[config.mk]
export PLATFORM = sky130hd
export DESIGN_NAME = der_ecdsa_signature_parser
export DESIGN_NICKNAME = d
export VERILOG_FILES = /design/src/hdl/desp_pkg.sv /design/src/hdl/desp_parser.sv /design/src/hdl/desp_out.sv /design/src/hdl/der_ecdsa_signature_parser.sv
export SDC_FILE = /design/constraint.sdc
export NUM_CORES = 2
export LEC_CHECK = 0
export ABC_AREA = 1
export BUFFER_PORTS_ARGS = -buffer_cell sky130_fd_sc_hd__buf_2
export CORE_MARGIN = 5
export CORE_UTILIZATION = 42
export DETAILED_ROUTE_END_ITERATION = 7
export GPL_TIMING_DRIVEN = 0
export PLACE_DENSITY = 0.65
export SETUP_SLACK_MARGIN = 0.3
export SLEW_MARGIN = 20
export SYNTH_ARGS = -nofsm -noshare
export SYNTH_HDL_FRONTEND = slang
export SYNTH_SLANG_ARGS = --single-unit
[constraint.sdc]
create_clock -name clk -period 20.1 [get_ports clk]
set_input_delay 1.005 -clock clk [delete_from_list [all_inputs] [get_ports clk]]
set_output_delay 1.005 -clock clk [all_outputs]
set_load 0.01 [all_outputs]
[src/hdl/desp_pkg.sv]
// Package with the constants and types of the DER signature parser.
package desp_pkg;

  localparam int KEY_BYTES         = 32;
  localparam int MAX_LENGTH_OCTETS = 4;
  localparam int MAX_SIG_BYTES     = 256;

  localparam int STORE_BYTES = 2 * KEY_BYTES;
  localparam int ALL_WORDS   = (STORE_BYTES + 7) / 8;
  localparam int OUT_WORDS   = (ALL_WORDS > 8) ? 8 : ALL_WORDS;
  localparam int PAD_BYTES   = ALL_WORDS * 8;
  localparam int OUT_BYTES   = OUT_WORDS * 8;

  localparam int BC_W  = $clog2(MAX_SIG_BYTES + 2);
  localparam int LEN_W = 8 * MAX_LENGTH_OCTETS;
  localparam int SEO_W = ((LEN_W > BC_W) ? LEN_W : BC_W) + 1;
  localparam int IDX_W = $clog2(PAD_BYTES);
  localparam int OBI_W = $clog2(OUT_BYTES);
  localparam int LO_W  = 3;
  localparam int WIDX_W = 3;

  localparam int WORD_W  = 64;
  localparam int TDATA_W = ((WORD_W + WIDX_W + 7) / 8) * 8;

  localparam logic [7:0] SEQ_TAG = 8'h30;
  localparam logic [7:0] INT_TAG = 8'h02;

  typedef logic [OUT_BYTES-1:0][7:0] out_bytes_t;

  // Hand-over from the parser to the result buffer.
  typedef struct packed {
    logic load;
    logic ok;
  } snap_t;

endpackage

[src/hdl/desp_parser.sv]
// Byte-serial DER parser: header state, value store and snapshot on the final byte.
module desp_parser (
  input  logic                clk,
  input  logic                rst,
  input  logic                take,
  input  logic [7:0]          in_byte,
  input  logic                in_last,
  output desp_pkg::snap_t     snap,
  output desp_pkg::out_bytes_t snap_data
);
  import desp_pkg::*;

  typedef enum logic [3:0] {
    PH_SEQ_TAG, PH_SEQ_LEN, PH_SEQ_LENX, PH_INT_TAG,
    PH_INT_LEN, PH_INT_LENX, PH_INT_VAL, PH_DONE
  } phase_t;

  phase_t             phase, phase_next;
  logic [BC_W-1:0]    byte_count, byte_count_next;
  logic [LEN_W-1:0]   length_accum, length_accum_next;
  logic [LO_W-1:0]    length_octets_left, length_octets_left_next;
  logic [SEO_W-1:0]   seq_end_offset, seq_end_offset_next;
  logic [LEN_W-1:0]   value_bytes_left, value_bytes_left_next;
  logic               second_integer, second_integer_next;
  logic               failed, failed_next;

  logic [PAD_BYTES-1:0][7:0] raw_store;
  logic [PAD_BYTES-1:0]      store_valid;

  logic               wr_en;
  logic [IDX_W-1:0]   wr_idx;
  logic [IDX_W:0]     idx_base;
  logic               len_known;
  logic [LEN_W-1:0]   len_value;
  logic [LEN_W-1:0]   accum_shift;
  logic [6:0]         octet_count;

  always_comb begin
    phase_next              = phase;
    length_accum_next       = length_accum;
    length_octets_left_next = length_octets_left;
    seq_end_offset_next     = seq_end_offset;
    value_bytes_left_next   = value_bytes_left;
    second_integer_next     = second_integer;
    wr_en                   = 1'b0;
    len_known               = 1'b0;
    len_value               = '0;
    octet_count             = in_byte[6:0];
    accum_shift             = LEN_W'({length_accum, in_byte});
    idx_base                = second_integer ? (IDX_W+1)'(2 * KEY_BYTES)
                                             : (IDX_W+1)'(KEY_BYTES);
    wr_idx                  = IDX_W'(idx_base - value_bytes_left[IDX_W:0]);

    // The count saturates one past the limit, which marks an overlong stream.
    byte_count_next = (byte_count <= BC_W'(MAX_SIG_BYTES)) ? byte_count + 1'b1
                                                           : byte_count;
    failed_next     = failed | (byte_count_next > BC_W'(MAX_SIG_BYTES));

    if (!failed_next) begin
      unique case (phase)
        PH_SEQ_TAG: begin
          if (in_byte != SEQ_TAG) failed_next = 1'b1;
          else phase_next = PH_SEQ_LEN;
        end
        PH_INT_TAG: begin
          if (in_byte != INT_TAG) failed_next = 1'b1;
          else phase_next = PH_INT_LEN;
        end
        PH_SEQ_LEN, PH_INT_LEN: begin
          if (!in_byte[7]) begin
            len_known = 1'b1;
            len_value = LEN_W'(in_byte);
          end else if (octet_count == 7'd0 ||
                       octet_count > 7'(MAX_LENGTH_OCTETS)) begin
            failed_next = 1'b1;
          end else begin
            length_octets_left_next = LO_W'(octet_count);
            length_accum_next       = '0;
            phase_next = (phase == PH_SEQ_LEN) ? PH_SEQ_LENX : PH_INT_LENX;
          end
        end
        PH_SEQ_LENX, PH_INT_LENX: begin
          length_accum_next       = accum_shift;
          length_octets_left_next = length_octets_left - 1'b1;
          if (length_octets_left_next == '0) begin
            len_known = 1'b1;
            len_value = accum_shift;
          end
        end
        PH_INT_VAL: begin
          value_bytes_left_next = value_bytes_left - 1'b1;
          if (value_bytes_left > LEN_W'(KEY_BYTES)) begin
            // Surplus leading bytes must be zero and are dropped.
            if (in_byte != 8'd0) begin
              failed_next           = 1'b1;
              value_bytes_left_next = value_bytes_left;
            end
          end else begin
            wr_en = 1'b1;
            if (value_bytes_left_next == '0) begin
              if (second_integer) begin
                if (SEO_W'(byte_count_next) != seq_end_offset) failed_next = 1'b1;
                else phase_next = PH_DONE;
              end else begin
                second_integer_next = 1'b1;
                phase_next          = PH_INT_TAG;
              end
            end
          end
        end
        default: begin
        end
      endcase

      if (len_known) begin
        if (phase == PH_SEQ_LEN || phase == PH_SEQ_LENX) begin
          seq_end_offset_next = SEO_W'(byte_count_next) + SEO_W'(len_value);
          phase_next          = PH_INT_TAG;
        end else if (len_value == '0) begin
          failed_next = 1'b1;
        end else begin
          value_bytes_left_next = len_value;
          phase_next            = PH_INT_VAL;
        end
      end
    end

    if (in_last && phase_next != PH_DONE) failed_next = 1'b1;
  end

  // The snapshot sees the byte written in this same cycle.
  always_comb begin
    for (int i = 0; i < OUT_BYTES; i++) begin
      if (wr_en && wr_idx == IDX_W'(i)) snap_data[i] = in_byte;
      else if (store_valid[i]) snap_data[i] = raw_store[i];
      else snap_data[i] = 8'd0;
    end
    snap.load = take & in_last;
    snap.ok   = ~failed_next;
  end

  always_ff @(posedge clk) begin
    if (rst || (take && in_last)) begin
      phase              <= PH_SEQ_TAG;
      byte_count         <= '0;
      length_accum       <= '0;
      length_octets_left <= '0;
      seq_end_offset     <= '0;
      value_bytes_left   <= '0;
      second_integer     <= 1'b0;
      failed             <= 1'b0;
      store_valid        <= '0;
    end else if (take) begin
      phase              <= phase_next;
      byte_count         <= byte_count_next;
      length_accum       <= length_accum_next;
      length_octets_left <= length_octets_left_next;
      seq_end_offset     <= seq_end_offset_next;
      value_bytes_left   <= value_bytes_left_next;
      second_integer     <= second_integer_next;
      failed             <= failed_next;
      if (wr_en) store_valid[wr_idx] <= 1'b1;
    end
  end

  always_ff @(posedge clk) begin
    if (take && wr_en) raw_store[wr_idx] <= in_byte;
  end

endmodule

[src/hdl/desp_out.sv]
// Result buffer and word sequencer that sends r||s, or a failure, downstream.
module desp_out (
  input  logic                         clk,
  input  logic                         rst,
  input  desp_pkg::snap_t              snap,
  input  desp_pkg::out_bytes_t         snap_data,
  output logic                         busy,
  output logic                         m_tvalid,
  input  logic                         m_tready,
  output logic [desp_pkg::TDATA_W-1:0] m_tdata,
  output logic                         m_tlast,
  output logic                         m_tuser
);
  import desp_pkg::*;

  out_bytes_t        result_buf;
  logic              ok_r;
  logic [WIDX_W-1:0] word_cnt;
  logic [WORD_W-1:0] word;

  always_comb begin
    for (int k = 0; k < 8; k++) begin
      word[WORD_W-1-8*k -: 8] = result_buf[OBI_W'({word_cnt, 3'(k)})];
    end
    m_tvalid = busy;
    m_tlast  = ~ok_r | (word_cnt == WIDX_W'(OUT_WORDS - 1));
    m_tuser  = ok_r;
    m_tdata  = ok_r ? TDATA_W'({word_cnt, word}) : '0;
  end

  always_ff @(posedge clk) begin
    if (rst) begin
      busy     <= 1'b0;
      word_cnt <= '0;
      ok_r     <= 1'b0;
    end else if (snap.load) begin
      busy     <= 1'b1;
      word_cnt <= '0;
      ok_r     <= snap.ok;
    end else if (busy && m_tready) begin
      if (m_tlast) busy <= 1'b0;
      else word_cnt <= word_cnt + 1'b1;
    end
  end

  always_ff @(posedge clk) begin
    if (snap.load) result_buf <= snap_data;
  end

endmodule

[src/hdl/der_ecdsa_signature_parser.sv]
// Top level of the DER-encoded ECDSA signature parser.
// The block takes a DER-encoded ECDSA signature one byte per transaction on
// the slave channel, with s_tlast high on the final byte of the signature.
// It checks the SEQUENCE header and the two INTEGERs r and s and collects
// their values, right-aligned and zero-padded, in an internal byte store.
// Every byte is handled in the cycle it is accepted, so one byte per cycle is
// taken while the sender supplies them, unless a final byte has to wait.
// The edge that accepts the final byte also copies the outcome into a result
// buffer, and the first result is offered in the cycle after that final byte.
// A good signature yields eight 64-bit words of r||s, big-endian, one word
// per cycle while the receiver is ready, with the word index in tdata, tlast on
// the last word and tuser (ok) high. A failed signature yields one transaction
// with zero data, tlast high and tuser low.
// Ordinary bytes keep being accepted while the result buffer drains; only a
// final byte waits (s_tready low) while earlier results are still being sent.
// It may enter in the cycle in which the last of them is taken, so a stalled
// receiver holds back the next signature at its last byte and no longer.
// Reset clears the parser state and empties the result buffer; the byte store
// needs no clearing pass, as its entries carry valid bits.
module der_ecdsa_signature_parser (
  input  logic                         clk,
  input  logic                         rst,
  input  logic                         s_tvalid,
  output logic                         s_tready,
  input  logic [7:0]                   s_tdata,   // [7:0] sig_byte
  input  logic                         s_tlast,   // last_byte
  output logic                         m_tvalid,
  input  logic                         m_tready,
  output logic [desp_pkg::TDATA_W-1:0] m_tdata,   // [63:0] raw_word, [66:64] word_index
  output logic                         m_tlast,   // last_word
  output logic                         m_tuser    // ok
);
  import desp_pkg::*;

  snap_t      snap;
  out_bytes_t snap_data;
  logic       busy;
  logic       take;

  // A final byte needs a result buffer that is free or frees up in this
  // cycle; other bytes always go in.
  assign s_tready = ~busy | ~s_tlast | (m_tready & m_tlast);
  assign take     = s_tvalid & s_tready;

  desp_parser u_parser (
    .clk       (clk),
    .rst       (rst),
    .take      (take),
    .in_byte   (s_tdata),
    .in_last   (s_tlast),
    .snap      (snap),
    .snap_data (snap_data)
  );

  desp_out u_out (
    .clk       (clk),
    .rst       (rst),
    .snap      (snap),
    .snap_data (snap_data),
    .busy      (busy),
    .m_tvalid  (m_tvalid),
    .m_tready  (m_tready),
    .m_tdata   (m_tdata),
    .m_tlast   (m_tlast),
    .m_tuser   (m_tuser)
  );

endmodule

# Word-level counts from Yosys, hierarchy flattened
# Index checks and enable logic that the tools add are counted.
dict set report classes {
  n_addsub 6
  multipliers 0
  div 0
  order_cmp 14
  n_eq_ne 76
  shift 0
  n_mux 207
  bitwise_logic 15
  reduce_logical 92
}
# cell n
set op_table {}
lappend op_table {{$mux 8} 137}
lappend op_table {{$bwmux 512} 1}
lappend op_table {{$mux 32} 8}
lappend op_table {{$bmux 8 s3} 8}
lappend op_table {{$eq 6x6->1 const B} 32}
lappend op_table {{$eq 6x5->1 const B} 16}
lappend op_table {{$logic_and 1x1->1} 69}
lappend op_table {{$mux 67} 1}
lappend op_table {{$logic_not 32->1} 2}
lappend op_table {{$or 64x64->64} 1}
lappend op_table {{$pmux 32 s2} 1}
lappend op_table {{$lt 6x7->1 const B} 9}
lappend op_table {{$demux 8 s6} 1}
lappend op_table {{$eq 6x4->1 const B} 8}
lappend op_table {{$mux 24} 2}
lappend op_table {{$mux 4} 12}
lappend op_table {{$pmux 24 s2} 1}
lappend op_table {{$add 9x32->33} 1}
lappend op_table {{$ne 9x33->1} 1}
lappend op_table {{$gt 32x6->1 const B} 1}
lappend op_table {{$sub 32x1->32 const B} 1}
lappend op_table {{$eq 6x3->1 const B} 4}
lappend op_table {{$mux 1} 24}
lappend op_table {{$pmux 4 s4} 1}
lappend op_table {{other kinds (40)} 68}
dict set report totals {
  ff_bits 1200
  latchBits 0
  mem_bits_rw 0
  rom_bits 0
  inputBits 13
  output_inout_bits 76
  wordCells 550
  mem_count 0
}

# Depth between registers and ports, before layout
dict set report logic_depth {
  word_depth 16
  mapped_depth 25
  depth_no_buf 25
}

# Modules after synthesis
# A second synthesis with hierarchy kept.
dict set report hier_totals {
  cells_unflattened 5608
  area_unflattened_um2 55314.3
}
# mod instances cells_each area_each_um2 seq_area_each_um2
set by_module_without_submodules {}
lappend by_module_without_submodules {desp_parser 1 3344 32615.0 18798.0}
lappend by_module_without_submodules {desp_out 1 2258 22671.7 15474.8}
lappend by_module_without_submodules {der_ecdsa_signature_parser 1 6 27.5 0.0}

# Worst setup path before layout
# No wires, ideal clock.
dict set report synth_path {
  kind {input to register}
  start {in m_tready}
  end {reg u_out.result_buf[0] (netlist name), enable pin}
  setup_ns 0.860
  arrival_ns 11.499
  required_ns 19.240
  path_slack_ns 7.741
  path_stages 6
  path_buffers 0
  path_cell_list {a21boi_0 nand2_1 nand2_1 inv_1 nand2_1 inv_1}
}
# item line
set synth_lines {}
lappend synth_lines {{from (decl)} der_ecdsa_signature_parser.sv:28} ;# input logic m_tready,
lappend synth_lines {{to (signal assigned)} desp_out.sv:47} ;# if (snap.load) result_buf <= snap_data;
lappend synth_lines {{to (decl)} desp_out.sv:16} ;# out_bytes_t result_buf;

# Final worst setup path
dict set report layout_path {
  start {reg u_out.word_cnt[0]}
  end {out m_tdata[3] (netlist name)}
}
dict set report layout_via {
  elab_chain_len 3
}
# item line
set layout_rtl {}
lappend layout_rtl {{from (decl)} desp_out.sv:18} ;# logic [WIDX_W-1:0] word_cnt;
lappend layout_rtl {{from (signal assigned)} desp_out.sv:42} ;# else word_cnt <= word_cnt + 1'b1;
lappend layout_rtl {{$bmux 8 s3} desp_out.sv:23} ;# word[WORD_W-1-8*k -: 8] = result_buf[OBI_W'({word_cnt, 3'(k)})];
lappend layout_rtl {{$mux 8 (not written as such)} desp_out.sv:23}
lappend layout_rtl {{$mux 67} desp_out.sv:28} ;# m_tdata = ok_r ? TDATA_W'({word_cnt, word}) : '0;
lappend layout_rtl {{to (decl)} der_ecdsa_signature_parser.sv:29} ;# output logic [desp_pkg::TDATA_W-1:0] m_tdata,
# Every way passes these cells. The select of a mux whose other input is x is not followed.

==> results.toml <==
[synth]
syn_inst = 4784
synth_edf_count = 1024
synth_flop_cell = "edfxtp_1"
netlist_area_mm2 = 0.0525
async_flop_share_pct = 0
synth_seq_area_share_pct = 65.3
syn_area_per_cell_um2 = 11.0
synth_warnings = 0
ys_ff_latch = 1200
ys_types = 57

[setup_path]
endpoint_kind = "output port"
startpoint_type = "flop"
worstPathMaxFanout = 13
cp.arrival_ns = 5.47
cp.required_ns = 19.09
reg2reg_to = "u_parser.store_valid[60]"
reg2reg_depth = 13
crit_start = "u_out.word_cnt[0]"
rrSetupSlack_ns = 14.92
r2r-start = "u_out.word_cnt[0]"
cp-endpoint = "m_tdata[3]"
path_class = "reg -> out"

[floorplan]
die-height_um = 363
die_area_mm2 = 0.132
die_w_um = 363
fp.coreArea_mm2 = 0.124
row_count = 129
ios = 89
initial_core_util_pct = 42.3

[sta]
hold_viol = 0
fin_tns_setup_ns = 0
fin_worst_skew_ns = 0.0349
slew_headroom_pct = 14.0
setup_viol = 0
drv_slew = 0
fin_crit_sh_pct = 32.2
clock.fmax_mhz = 154
fin_crit_ns = 6.48
worst_pin_slew_ns = 1.29
rsz0062_at_grt = "no"

[layout]
area_growth_pct = 13.0
mostFrequentLayoutCells = "edfxtp_1 (1024), o21ai_0 (796), nor2_1 (774), nand3_1 (584), inv_1 (263)"
fin_util_pct = 47.8
nets = 5038
nFillCells = 11200
drive_gt1_share_pct = 9.43
layout_commonest_cell = "edfxtp_1"

[clock_network]
cts_buffers = 118
cts_buffer_depth = 3
clkSlewWorstSetupHoldPaths_ns = 0.06
cts.sinks = 1200
cts_tree = "yes"
cts_root_buffer = "clkbuf_16"
clk_latency_ns = 0.74
holdBufCountCts = 0
postCtsSetupBuffers = 0
cts_resized = 0
htreeDepth = 3

[pwr]
peakVddDrop_v = 0.0000664
pwr_density_cell_mw_per_mm2 = 90.0
p_leak_nw = 20.2

[placement]
gp_congestion = 0.935
dp_hpwl_mm = 119
io_buffers = 83

[grt]
grt_max_degree = 108
grt_overflow = 0
grt_usage_pct = 26.2
grt_pass1_wl_mm = 250
antenna_found_initial = 25
grt_pass1_vias = 36500

[detailed_routing]
totalWireLength_mm = 179
drc = 0
drtIter0Drc = 6216
vias = 39900
wl_per_cell_um = 26.5
ant_nets = 0
first_pass_iters = 8
vias_per_cell = 5.91

[worst_hold_path]
worst_hold_path_type = "reg -> reg"

[job]
cap_viol_max_count = 0

[outcome]
status = "complete, no violations"
[sequential cells by signal (all words and copies together), names as in the netlist, 4 cells and up]
register,count
u_parser.length_accum,24
u_parser.seq_end_offset,33
u_parser.value_bytes_left,32
u_parser.raw_store,512
u_parser.store_valid,64
u_parser.byte_count,9
u_out.result_buf,512
u_parser.phase,4
[metal layers]
metal,global-route usage [%],vias to the layer above,part of all wire [%]
li1,-,17700,-
met1,35.7,19200,39
met2,40.8,2584,44
met3,6.04,459,12
met4,10.8,2,4.9
met5,0,-,0.011
[layout make-up]
type / count / area [um2] / share of cell area (%)
timing repair buffer: 96 / 823 / 1.39
clock inverter: 60 / 558 / 0.941
buffer: 364 / 1650 / 2.78
antenna: 6 / 15.0 / 0.0253
sequential: 1200 / 34300 / 57.8
clock buffer: 165 / 3330 / 5.62
multi-input combinational: 2952 / 15600 / 26.3
tap: 1637 / 2050 / 3.45
inverter: 272 / 1030 / 1.73
[synthesized netlist by cell type (all sizes together), types with 3 or more instances]
| master | count | area [um2] |
|---|---|---|
| a21o | 3 | 22.5 |
| nor3 | 21 | 126 |
| nand4 | 92 | 1430 |
| nand3b | 4 | 30.0 |
| xor2 | 39 | 349 |
| nand3 | 587 | 2950 |
| a21oi | 107 | 536 |
| o21ai | 820 | 4110 |
| a31oi | 6 | 37.5 |
| a211oi | 39 | 293 |
| inv | 271 | 1020 |
| ha | 20 | 250 |
| o32ai | 128 | 1120 |
| nand2 | 265 | 1020 |
| edfxtp | 1024 | 30700 |
| or2 | 3 | 18.8 |
| buf | 160 | 847 |
| clkbuf | 204 | 779 |
| dfxtp | 176 | 3520 |
| nor2 | 782 | 3000 |
| xnor2 | 8 | 70.1 |
| nor4 | 3 | 18.8 |
[stage by stage]
stage	hold slack [ns]	instance area [um2]	worst slack (ns)	std cells	total power [W]
after floorplan	0.431	52500	7.74	4788	0.00300
after global placement	0.453	55000	2.63	6508	0.00317
final	0.466	59300	13.62	6752	0.00533
after CTS	0.465	59300	13.91	6746	0.00532
after global routing	0.489	59300	13.58	6749	0.00545
after detailed placement	0.453	55400	14.20	6521	0.00314
[kinds of logic (layout without fill, tap and decap cells)]
family	count (synthesis)	after routing	synth area share, %
and+or+nand+nor	1760	1760	16.4
buffers and inverters	636	957	5.05
adders and majority gates	21	21	0.515
AOI/OAI and AO/OA	1119	1119	11.9
DFF	1200	1200	65.3
xor gates and xnor gates	47	47	0.799
other	1	11	0.00715
[worst max-delay path, cell delays in order (launching register included)]
cell and delay, ns:
dfxtp_1 0.96, clkbuf_1 0.90, clkbuf_2 0.74, clkbuf_1 0.46, o21ai_0 0.24, o32ai_1 0.39
inv_1 0.09, o21ai_0 0.66, buf_2 0.27
[how the worst min path moves through the flow]
stage / endpoint / cells after the start / startpoint / slack, ns
after floorplan: u_parser.seq_end_offset[12] / 2 / u_parser.seq_end_offset[12] / 0.43
final: u_parser.length_accum[23] / 2 / u_parser.length_accum[23] / 0.47
after global routing: u_parser.phase[3] / 2 / u_parser.phase[3] / 0.49
after global placement: u_parser.seq_end_offset[12] / 2 / u_parser.seq_end_offset[12] / 0.45
after CTS: u_parser.seq_end_offset[12] / 2 / u_parser.seq_end_offset[12] / 0.47
after detailed placement: u_parser.seq_end_offset[12] / 2 / u_parser.seq_end_offset[12] / 0.45
[report_power, final]
group / switching, W / internal [W] / leakage [nW] / total (W)
Combinational: 0.000281 / 0.0000661 / 7.31 / 0.000347
Clock: 0.000974 / 0.00126 / 1.91 / 0.00223
Sequential: 0.0000191 / 0.00273 / 11.0 / 0.00275
No activity file was read; power rests on OpenSTA's default activity.
